### src/hdl/assert_macros.svh
// ----------------------------------------------------------------------------
// assert_macros
// assertion macros, empty when SYNTH is defined
// ----------------------------------------------------------------------------
`ifndef ASSERT_MACROS_SVH
`define ASSERT_MACROS_SVH
`ifndef SYNTH
`define CHK_IMPL(lbl, clk, rst, a, c) \
   lbl: assert property (@(posedge clk) disable iff (rst) (a) |-> (c)) else $error("lbl");
`define CHK_NEXT(lbl, clk, rst, a, c) \
   lbl: assert property (@(posedge clk) disable iff (rst) (a) |=> (c)) else $error("lbl");
`else
`define CHK_IMPL(lbl, clk, rst, a, c)
`define CHK_NEXT(lbl, clk, rst, a, c)
`endif
`endif

### src/hdl/kwlex_pkg.sv
// ----------------------------------------------------------------------------
// kwlex_pkg
// types and constants shared by the lexer modules
// ----------------------------------------------------------------------------
package kwlex_pkg;
   localparam int MAX_TEXT_DEF = 8;
   localparam logic [15:0] LIMIT_RESET = 16'd32767;
   localparam logic [16:0] ACC_SAT = 17'd65536;

   typedef enum logic [2:0] {
      KIND_END = 3'd0, KIND_IDENT = 3'd1, KIND_NUMBER = 3'd2, KIND_KEYWORD = 3'd3,
      KIND_OPER = 3'd4, KIND_SEP = 3'd5, KIND_ERROR = 3'd6
   } kind_type;

   typedef enum logic [2:0] {
      MODE_IDLE, MODE_NAME, MODE_NUM, MODE_LT, MODE_GT, MODE_COLON
   } mode_type;

   typedef struct packed {
      logic [2:0]  kind;
      logic [63:0] text;
      logic [3:0]  len;
      logic [15:0] value;
      logic [15:0] line;
      logic        last;
   } token_type;

   // one front-end item: up to two tokens
   typedef struct packed {
      logic      two;
      token_type t0;
      token_type t1;
   } pair_type;
endpackage

### src/hdl/keyword_lexer.sv
// ----------------------------------------------------------------------------
// keyword_lexer
// streaming tokenizer: one character in, up to two tokens out
// ----------------------------------------------------------------------------
// channel  direction  handshake     payload
// req      in         push / full   char_code
// rsp      out        empty / pop   token fields, last_of_run
// csr      in         csr_wr_en     number limit
// one character accepted per cycle while the queue is not full; the scan state updates in the same cycle
// a double-token character takes an extra pop at the token queue
// the two-entry queue decouples scanning from the consumer; full stalls push
// synchronous reset: idle mode, empty buffers, line 1, limit 32767
`include "assert_macros.svh"
module keyword_lexer #(
   parameter int MAX_TEXT = kwlex_pkg::MAX_TEXT_DEF
) (
   input  logic        clock,
   input  logic        reset,
   input  logic        push,
   output logic        full,
   input  logic [7:0]  req_char_code,
   output logic        empty,
   input  logic        pop,
   output logic [2:0]  rsp_token_kind,
   output logic [63:0] rsp_token_text,
   output logic [3:0]  rsp_text_length,
   output logic [15:0] rsp_number_value,
   output logic [15:0] rsp_line_number,
   output logic        rsp_last_of_run,
   input  logic        csr_wr_en,
   input  logic [15:0] csr_wr_data
);
   import kwlex_pkg::*;

   logic [15:0] limit_ff;
   logic step, emit;
   pair_type pair;
   token_type tok;

   // accept when the queue has room
   assign step = push && !full;

   always_ff @(posedge clock) begin
      if (reset) limit_ff <= LIMIT_RESET;
      else if (csr_wr_en) limit_ff <= csr_wr_data;
   end

   kwlex_front #(.MAX_TEXT(MAX_TEXT)) u_front (
      .clock, .reset, .step, .char_code(req_char_code), .limit(limit_ff),
      .emit, .pair
   );

   kwlex_back u_back (
      .clock, .reset, .wr(emit), .wdata(pair), .full, .empty, .pop, .tok
   );

   assign rsp_token_kind = tok.kind;
   assign rsp_token_text = tok.text;
   assign rsp_text_length = tok.len;
   assign rsp_number_value = tok.value;
   assign rsp_line_number = tok.line;
   assign rsp_last_of_run = tok.last;

   // checks
   `CHK_IMPL(a_len, clock, reset, !empty, rsp_text_length <= 4'd8)
   `CHK_IMPL(a_num_kind, clock, reset, !empty && rsp_number_value != 16'd0, rsp_token_kind == KIND_NUMBER)
   `CHK_NEXT(a_fill, clock, reset, step && emit, !empty)
endmodule

### src/hdl/kwlex_front.sv
// ----------------------------------------------------------------------------
// kwlex_front
// scan state and token classification, up to two tokens per character
// ----------------------------------------------------------------------------
module kwlex_front #(
   parameter int MAX_TEXT = kwlex_pkg::MAX_TEXT_DEF
) (
   input  logic                clock,
   input  logic                reset,
   input  logic                step,
   input  logic [7:0]          char_code,
   input  logic [15:0]         limit,
   output logic                emit,
   output kwlex_pkg::pair_type pair
);
   import kwlex_pkg::*;

   localparam int CW = $clog2(MAX_TEXT + 2);

   mode_type        mode_ff, mode_in;
   logic [63:0]     buf_ff, buf_in;
   logic [CW-1:0]   cnt_ff, cnt_in;
   logic [16:0]     acc_ff, acc_in;
   logic [15:0]     line_ff, line_in;

   logic [7:0] c;
   logic letter, digit, handle;
   logic [20:0] prod;
   logic [3:0] dval;
   logic [CW-1:0] nlen;
   logic kw;
   token_type pend, own;
   logic pend_v, own_v;

   function automatic token_type mk(input logic [2:0] k, input logic [63:0] t,
                                    input logic [3:0] l, input logic [15:0] v,
                                    input logic [15:0] ln);
      token_type r;
      r.kind = k; r.text = t; r.len = l; r.value = v; r.line = ln; r.last = 1'b0;
      return r;
   endfunction

   always_comb begin
      c = char_code;
      letter = (c >= 8'h61 && c <= 8'h7a) || (c >= 8'h41 && c <= 8'h5a);
      digit = c >= 8'h30 && c <= 8'h39;
      dval = c[3:0];
      prod = {4'd0, acc_ff} * 21'd10 + {17'd0, dval};
      nlen = (cnt_ff > CW'(MAX_TEXT)) ? CW'(MAX_TEXT) : cnt_ff;
      kw = 1'b0;
      if (cnt_ff <= CW'(MAX_TEXT)) begin
         kw = (nlen == CW'(5) && buf_ff[39:0] == 40'h6e69676562)
            || (nlen == CW'(2) && buf_ff[15:0] == 16'h6669)
            || (nlen == CW'(4) && buf_ff[31:0] == 32'h6e656874)
            || (nlen == CW'(5) && buf_ff[39:0] == 40'h656c696877)
            || (nlen == CW'(2) && buf_ff[15:0] == 16'h6f64)
            || (nlen == CW'(3) && buf_ff[23:0] == 24'h646e65);
      end
      mode_in = mode_ff; buf_in = buf_ff; cnt_in = cnt_ff; acc_in = acc_ff;
      line_in = line_ff;
      pend_v = 1'b0; handle = 1'b1;
      pend = mk(KIND_END, 64'd0, 4'd0, 16'd0, line_ff);
      unique case (mode_ff)
         MODE_NAME: begin
            if (letter || digit) begin
               handle = 1'b0;
               if (cnt_ff < CW'(MAX_TEXT)) begin
                  buf_in = buf_ff | ({56'd0, c} << {cnt_ff, 3'b000});
                  cnt_in = cnt_ff + CW'(1);
               end else cnt_in = CW'(MAX_TEXT + 1);
            end else begin
               pend_v = 1'b1;
               pend = mk(kw ? KIND_KEYWORD : KIND_IDENT, buf_ff, 4'(nlen), 16'd0, line_ff);
            end
         end
         MODE_NUM: begin
            if (digit) begin
               handle = 1'b0;
               acc_in = (prod > {4'd0, ACC_SAT}) ? ACC_SAT : prod[16:0];
            end else begin
               pend_v = 1'b1;
               if (acc_ff > {1'b0, limit}) pend = mk(KIND_ERROR, 64'd0, 4'd0, 16'd0, line_ff);
               else pend = mk(KIND_NUMBER, 64'd0, 4'd0, acc_ff[15:0], line_ff);
            end
         end
         MODE_LT, MODE_GT, MODE_COLON: begin
            pend_v = 1'b1;
            if (c == 8'h3d || (mode_ff == MODE_LT && c == 8'h3e)) begin
               handle = 1'b0;
               mode_in = MODE_IDLE;
               pend = mk(KIND_OPER, buf_ff | {48'd0, c, 8'd0}, 4'd2, 16'd0, line_ff);
            end else pend = mk(KIND_OPER, buf_ff, 4'd1, 16'd0, line_ff);
         end
         default: ;
      endcase
      own_v = 1'b0;
      own = mk(KIND_ERROR, {56'd0, c}, 4'd1, 16'd0, line_ff);
      if (handle) begin
         mode_in = MODE_IDLE; buf_in = 64'd0; cnt_in = '0; acc_in = 17'd0;
         if (letter) begin
            mode_in = MODE_NAME; buf_in = {56'd0, c}; cnt_in = CW'(1);
         end else if (digit) begin
            mode_in = MODE_NUM; acc_in = {13'd0, dval};
         end else begin
            case (c)
               8'h3c: begin mode_in = MODE_LT; buf_in = {56'd0, c}; cnt_in = CW'(1); end
               8'h3e: begin mode_in = MODE_GT; buf_in = {56'd0, c}; cnt_in = CW'(1); end
               8'h3a: begin mode_in = MODE_COLON; buf_in = {56'd0, c}; cnt_in = CW'(1); end
               8'h2a, 8'h2f, 8'h2b, 8'h2d, 8'h3d, 8'h28, 8'h29: begin
                  own_v = 1'b1; own.kind = KIND_OPER;
               end
               8'h3b, 8'h2c, 8'h2e: begin own_v = 1'b1; own.kind = KIND_SEP; end
               8'h23: begin own_v = 1'b1; own.kind = KIND_END; end
               8'h20: ;
               8'h0a: if (line_ff != 16'hffff) line_in = line_ff + 16'd1;
               default: own_v = 1'b1;
            endcase
         end
      end else if (mode_in == MODE_IDLE) begin
         buf_in = 64'd0; cnt_in = '0;
      end
      emit = step && (pend_v || own_v);
      pair.two = pend_v && own_v;
      pair.t0 = pend_v ? pend : own;
      pair.t1 = own;
      if (pend_v && own_v) pair.t1.last = 1'b1;
      else pair.t0.last = 1'b1;
   end

   always_ff @(posedge clock) begin
      if (reset) begin
         mode_ff <= MODE_IDLE; buf_ff <= 64'd0; cnt_ff <= '0; acc_ff <= 17'd0;
         line_ff <= 16'd1;
      end else if (step) begin
         mode_ff <= mode_in; buf_ff <= buf_in; cnt_ff <= cnt_in; acc_ff <= acc_in;
         line_ff <= line_in;
      end
   end
endmodule

### src/hdl/kwlex_back.sv
// ----------------------------------------------------------------------------
// kwlex_back
// two-entry queue of token pairs, issues one token per pop
// ----------------------------------------------------------------------------
module kwlex_back (
   input  logic                 clock,
   input  logic                 reset,
   input  logic                 wr,
   input  kwlex_pkg::pair_type  wdata,
   output logic                 full,
   output logic                 empty,
   input  logic                 pop,
   output kwlex_pkg::token_type tok
);
   import kwlex_pkg::*;

   pair_type q_ff [2];
   logic rp_ff, wp_ff, half_ff;
   logic [1:0] cnt_ff;
   logic rd;

   assign full = cnt_ff == 2'd2;
   assign empty = cnt_ff == 2'd0;
   assign tok = half_ff ? q_ff[rp_ff].t1 : q_ff[rp_ff].t0;
   assign rd = pop && !empty && (half_ff || !q_ff[rp_ff].two);

   always_ff @(posedge clock) begin
      if (wr) q_ff[wp_ff] <= wdata;
   end

   always_ff @(posedge clock) begin
      if (reset) begin
         rp_ff <= 1'b0; wp_ff <= 1'b0; half_ff <= 1'b0; cnt_ff <= 2'd0;
      end else begin
         if (wr) wp_ff <= !wp_ff;
         if (pop && !empty) begin
            half_ff <= !rd;
            if (rd) rp_ff <= !rp_ff;
         end
         cnt_ff <= cnt_ff + {1'b0, wr} - {1'b0, rd};
      end
   end
endmodule

### config.mk
export PLATFORM = sky130hd
export DESIGN_NAME = keyword_lexer
export DESIGN_NICKNAME = d
export VERILOG_FILES = /design/src/hdl/kwlex_pkg.sv /design/src/hdl/keyword_lexer.sv /design/src/hdl/kwlex_front.sv /design/src/hdl/kwlex_back.sv
export VERILOG_INCLUDE_DIRS = /design/src /design/src/hdl
export SDC_FILE = /design/constraint.sdc
export NUM_CORES = 1
export LEC_CHECK = 0
export ABC_AREA = 1
export BUFFER_PORTS_ARGS = -buffer_cell sky130_fd_sc_hd__buf_2
export CAP_MARGIN = 20
export CELL_PAD_IN_SITES_DETAIL_PLACEMENT = 0
export CELL_PAD_IN_SITES_GLOBAL_PLACEMENT = 1
export CORE_MARGIN = 2
export CORE_UTILIZATION = 42
export DETAILED_ROUTE_END_ITERATION = 10
export GPL_TIMING_DRIVEN = 1
export PLACE_DENSITY = 0.77
export RECOVER_POWER = 25
export SLEW_MARGIN = 20
export SYNTH_ARGS = -nofsm -noshare
export SYNTH_HDL_FRONTEND = slang
export SYNTH_SLANG_ARGS = --single-unit
### constraint.sdc
create_clock -name clock -period 8.3 [get_ports clock]
set_input_delay 1.66 -clock clock [delete_from_list [all_inputs] [get_ports clock]]
set_output_delay 1.66 -clock clock [all_outputs]
set_load 0.005 [all_outputs]
Yosys cells after proc, flatten, opt, wreduce, memory -nomap -nowiden
Memory sizes are Yosys's and may differ from the RTL's. A register that Yosys moved wholly into a read port is not among the register bits.
Index checks and enable logic that the tools add are counted.
Cells by class
  $mul: 1
  reductions and logical operators: 48
  magnitude comparators: 11
  eq/ne operators: 33
  bitwise logic cells: 4
  shifts and indexed selects: 1
  muxes and demuxes: 57
  $add $sub $neg: 5
Operators with widths (count)
  2-to-1 mux 104 bit: 5
  2-to-1 mux 64 bit: 7
  case mux 104 bit (3 select lines): 1
  equality test 8 x 6 -> 1 bit (second input constant): 15
  2-to-1 mux 101 bit: 1
  2-to-1 mux 17 bit: 5
  equality test 40 x 39 -> 1 bit (second input constant): 2
  OR 64 x 16 -> 64 bit: 1
  OR 64 bit: 1
  left shift 8 x 7 -> 64 bit: 1
  2-to-1 mux 4 bit: 9
  equality test 16 x 15 -> 1 bit (second input constant): 2
  equality test 32 x 31 -> 1 bit (second input constant): 1
  equality test 24 x 23 -> 1 bit (second input constant): 1
  2-to-1 mux 3 bit: 8
  adder 21 x 4 -> 21 bit: 1
  > comparator 21 x 17 -> 1 bit (second input constant): 1
  multiplier 17 x 3 -> 20 bit (second input constant): 1
  case mux 3 bit (3 select lines): 2
  > comparator 17 x 16 -> 1 bit: 1
  adder 16 x 1 -> 16 bit (second input constant): 1
  greater-or-equal comparator 8 x 7 -> 1 bit (second input constant): 2
  <= comparator 8 x 7 -> 1 bit (second input constant): 2
  inequality test 16 bit (second input constant): 1
  other kinds (34): 88
Word-level totals
  bits in registers: 125
  output and inout bits: 106
  memories: 1
  word-level logic and storage cells: 171
  memory bits (writable): 266
Memories
  u_back.q_ff: words 2, bits a word 133, rd ports 1, clocked after memory_dff 1, wr ports 1, line kwlex_back.sv:17  | pair_type q_ff [2];

Depth between registers and ports, before layout
  depth in word-level cells: 15
  mapped depth: 22
  mapped depth without buffers: 22

By module
A second synthesis with hierarchy kept.
Unflattened totals
  cells, all modules: 2608
  area total of the unflattened synthesis: 25479.4 um^2
By module, submodules not included
  kwlex_back: cells an instance 1050, times used 1, seq. area each 12672.2 um^2, area each 15746.4 um^2
  kwlex_front: cells an instance 1484, times used 1, seq. area each 2082.0 um^2, area each 9069.9 um^2
  keyword_lexer: cells an instance 74, times used 1, seq. area each 320.3 um^2, area each 663.1 um^2

Least setup slack after synthesis
Ideal clock, no wire load.
  kind: input port to flip-flop
  from: in req_char_code[0]
  to: mem u_back.q_ff[1][0] (netlist name) (enable)
  path buffers: 1
  data arrival time: 7.943 ns
  library setup time: 0.594 ns
  path slack: -0.237 ns
  stages on the path: 12
  data required time: 7.706 ns
  cell sequence: buf_2 nor4_1 nand2_1 nand3_1 nand2_1 nor2_2 nor3_4 inv_1 nand4_1 nand2_1 nand2_1 nor2_1
On the way
  longest elaborated chain between the ends: 11
  elaborated cells on any way between the ends: 33
  classes of those cells: order compare (6); eq/ne (6); mux (11); reduce/logical (10)
RTL lines
  start, declared: line keyword_lexer.sv:21  | input logic [7:0] req_char_code,
  greater-or-equal comparator 8 x 7 -> 1 bit / <= comparator 8 x 7 -> 1 bit (equally long branches): line kwlex_front.sv:45  | letter = (c >= 8'h61 && c <= 8'h7a) || (c >= 8'h41 && c <= 8'h5a);
  logical AND 1 bit: line kwlex_front.sv:45
  logical OR 1 bit: line kwlex_front.sv:45
  logical OR 1 bit: line kwlex_front.sv:65  | if (letter || digit) begin
  2-to-1 mux 1 bit: line kwlex_front.sv:65
  case mux 1 bit (3 select lines): line kwlex_front.sv:63  | unique case (mode_ff)
  2-to-1 mux 1 bit: line kwlex_front.sv:98  | if (handle) begin
  logical OR 1 bit (*): line kwlex_front.sv:122  | emit = step && (pend_v || own_v);
  logical AND 1 bit (*): line kwlex_front.sv:122
  2-to-1 mux 1 bit (*): line kwlex_back.sv:28  | if (wr) q_ff[wp_ff] <= wdata;
  2-to-1 mux 1 bit (not written as such) (*): line kwlex_back.sv:28
  end, declared: line kwlex_back.sv:17
Every way passes the cells marked *; elsewhere a longest branch is shown, timed or not.

Worst setup path in the final report
  from: in req_char_code[3]
  to: reg u_front.buf_ff[12]
On the way
  longest elaborated chain between the ends: 8
  elaborated cells on any way between the ends: 29
  classes of those cells: order compare (6); eq/ne (2); mux (9); reduce/logical (12)
RTL lines
  greater-or-equal comparator 8 x 7 -> 1 bit (tied with other cells): line kwlex_front.sv:45
  logical AND 1 bit (on tied branches): line kwlex_front.sv:45, kwlex_front.sv:88
  logical OR 1 bit (on tied branches): line kwlex_front.sv:45, kwlex_front.sv:88
  logical OR 1 bit / 2-to-1 mux 3 bit (equally long branches): line kwlex_front.sv:65, kwlex_front.sv:88
  2-to-1 mux 1 bit / 2-to-1 mux 3 bit (equally long branches): line kwlex_front.sv:65, kwlex_front.sv:63
  case mux 1 bit (3 select lines) / logical NOT 3 bit (equally long branches): line kwlex_front.sv:63, kwlex_front.sv:119
  nonzero test 3 bit (no source line) / 2-to-1 mux 64 bit (equally long branches)
  AND reduction 4 bit (no source line) / 2-to-1 mux 64 bit (equally long branches)
  end signal, assigned: line kwlex_front.sv:135  | mode_ff <= mode_in; buf_ff <= buf_in; cnt_ff <= cnt_in; acc_ff <= acc_in;
  end, declared: line kwlex_front.sv:21  | logic [63:0] buf_ff, buf_in;
Several ways; a longest one is shown, not always the timed one.
A chain may end at the register's enable or synchronous reset.

==> metrics.md <==
| Metric | Value |
|---|---|
| Status | `complete, but fails checks` |
| Failing checks | `capacitance limit, slew limit` |
| Largest net degree at the start of global routing | `101` |
| Synth async-reset ratio | `0%` |
| Sink Count | `358` |
| Final Util | `48.4%` |
| Yosys top cell area share | `41.1%` |
| Leak | `7.69 nW` |
| CTS clock-pin slew for the worst setup and hold paths | `0.06 ns` |
| Hold Vio Cnt, Final | `0` |
| Count of final max-slew check failures | `108` |
| Hold path startpoint | `u_back.rp_ff` |
| Pwr Density | `280 nW/µm²` |
| Worst-margin pin slew | `2.84 ns` |
| Routed vias | `13,600` |
| CTS Root Cell | `clkbuf_16` |
| Worst setup path start | `req_char_code[3]` |
| Hold buffers post-CTS | `0` |
| Crit path kind | `primary input to flop` |
| Synth Instances | `1,919` |
| Worst Path Max Fanout | `42` |
| Iter 0 DRT Violations | `1,045` |
| Switching power share of the total | `32.3%` |
| Final setup fails | `0` |
| Clock Skew | `0.0119 ns` |
| Switching power | `1.74 mW` |
| Total Neg Setup Slack | `0 ns` |
| Vias per cell | `5.28` |
| Num CTS Buffers | `38` |
| RSZ-0062 raised after global routing | `false` |
| Slew margin rel. | `-89.1%` |
| Max Used Layer | `met4` |
| Logic pwr share | `25.7%` |
| WL/cell | `17.6 µm` |
| Met3 wire len | `2030 µm` |
| Syn Nets | `2,004` |
| Flip-flop and latch count after synthesis | `358` |
| Max Freq | `0.165 GHz` |
| 1st-pass router iterations | `6` |
| WL final | `45,500 µm` |
| Syn Area/Cell | `8.83 µm²` |
| Remaining DRCs | `0` |
| Primary FF master, synth | `edfxtp_1` |
| Max-cap violations | `2` |
| Clock Latency Late Sink | `0.53 ns` |
| Post-synth EDFFs | `232` |
| Netlist cell types | `53` |
| Main area contributors after synthesis | `edfxtp_1, dfxtp_1, nor2_1` |
| Cell Int Power | `3.64 mW` |
| Post-synth top cells | `nor2_1, nand2_1, edfxtp_1, inv_1, a21oi_1` |
| Worst ir drop on vdd | `0.178 mV` |
| Port Buffers | `134` |
| Hold path cells | `1` |
| Nets | `2,112` |
| Placer Congestion | `0.890` |
| Ports | `135` |
| Reg2Reg Setup Slack | `4.00 ns` |
| Total gr overflow | `0` |
| DRT antenna net count | `0` |
| Row Count | `73` |
| GR Util All Layers | `21.6%` |
| Proportion of layout cells with a drive suffix above 1 | `10.8%` |
| Part of the Yosys area used for sequential elements | `56.0%` |
| H-tree depth | `2` |
| Area grow syn2layout | `13.6%` |
| Min-Delay Path Class | `flop to flop` |
| Core Area | `39,800 µm²` |
| Sequential cell fraction of total power | `42.8%` |
| Most common cell in the synthesized netlist | `nor2_1` |
| CTS resizes | `0` |
| CTS tree | `yes` |
| Max Root-Sink Buffers | `3` |
| Starting Density | `42.6%` |
| Die W | `205 µm` |
| Reg2Reg Launch Point | `u_front.mode_ff[1]` |
| Post-CTS Setup Bufs | `0` |
| Synth area leader | `edfxtp_1` |
| Post-Route M1 WL | `20,000 µm` |
| Initial antenna violation count | `0` |
| WP data arrival | `6.47 ns` |
| Worst endpoint required time | `8.69 ns` |
| Mapped Area | `17,000 µm²` |
| Die ar. | `42,000 µm²` |
| First-pass GRT wire length | `70,900 µm` |
| Antenna diodes | `0` |
| Reg2Reg Capture Point | `u_back.q_ff[0][107]` |
| R2R cell count | `11` |
| Ys Warns | `0` |
| Clock power share | `31.5%` |
| Met2 wire len | `22,200 µm` |
| Final critical-path share of the clock period | `73.2%` |
| Critical path startpoint category | `primary input` |
| Vias in the first global route | `12,900` |
| Crit. End Element | `flop` |
| DP HPWL | `31,800 µm` |
| Min Clock Period, post-route | `6.08 ns` |
| Chip height | `205 µm` |
final cells by class:
class                   count  area [µm²]
clock buffers              50        1040
clock inverters            19         210
fillers                  3852       20600
inverters                 208         783
multi-input cells        1274        6320
flip-flops and latches    358        9490
well taps                 525         657
repair buffers            147         749
cell families after synthesis:
kind of cell,count (synthesis),share of synthesized area (%)
xor gates and xnor gates,4,0.207
AOI/OAI and AO/OA,377,12.1
adders and majority gates,56,4.22
buffers and inverters,287,6.66
and+or+nand+nor,836,20.8
DFF,358,56.0
muxes,1,0.0591
metal layers:
metal / vias up / global-route usage [%]
met3: 87 / 2.62
met2: 351 / 37.2
met4: 0 / 7.01
li1: 6752 / -
met5: - / 0
met1: 6428 / 28.2
registers in the layout (all words and copies together), names as in the netlist, named ones only:
signal,cells
limit_ff,16
u_back.rp_ff,1
u_front.buf_ff,64
u_back.half_ff,1
u_front.mode_ff,3
u_front.line_ff,16
u_back.wp_ff,1
u_back.cnt_ff,2
u_front.cnt_ff,4
u_back.q_ff,232
u_front.acc_ff,17
metrics by stage:
stage | setup WS [ns] | std cells | total power [mW] | instance area [µm²] | hold slack (ns)
floorplan | 1.72 | 1919 | 3.17 | 17000 | 0.426
global placement | 3.11 | 2512 | 3.74 | 18100 | 0.429
detailed placement | 3.02 | 2512 | 3.76 | 18100 | 0.435
CTS | 3.56 | 2581 | 5.46 | 19300 | 0.444
global route | 1.72 | 2581 | 5.69 | 19300 | 0.473
finish | 2.22 | 2581 | 5.39 | 19300 | 0.444
cell usage in the layout (no fill, tap or decap), drive strengths merged, types with 28 or more instances in the layout:
cell type    n
nor2       346
nand2      287
edfxtp     232
inv        204
a21oi      158
o21ai      157
buf        134
dfxtp      126
nand3      109
clkbuf      63
ha          54
nand4       40
nor3        35
o22ai       28
worst max-delay path by stage:
stage                                     end  cells past startpoint  slack (ns)
after floorplan             u_back.q_ff[1][0]                     12        1.72
after global placement    u_back.q_ff[0][103]                     15        3.11
after detailed placement  u_back.q_ff[0][104]                     15        3.02
after CTS                 u_back.q_ff[0][101]                     15        3.56
after global routing       u_front.buf_ff[12]                     16        1.72
final                      u_front.buf_ff[12]                     16        2.22
critical path, stage by stage:
cell and delay [ns]:
clkbuf_1 0.45, inv_1 0.29, nor2_1 0.25, nand3_1 0.12, o22ai_2 0.16, nand2_1 0.15
clkinvlp_2 0.17, nor2_1 0.25, nor3_1 0.99, nand2_1 0.55, o21ai_4 0.54, inv_2 0.38
nand2_2 0.15, inv_2 0.13, a21oi_1 0.15, nor2_1 0.05
power groups by stage:
stage / Combinational, mW / Sequential [mW] / Clock, mW
after floorplan: 0.862 / 2.31 / 0
after global placement: 1.41 / 2.33 / 0
after detailed placement: 1.42 / 2.34 / 0
after CTS: 1.42 / 2.30 / 1.73
after global routing: 1.56 / 2.32 / 1.80
final: 1.38 / 2.30 / 1.70
(Power assumes the default switching activity.)
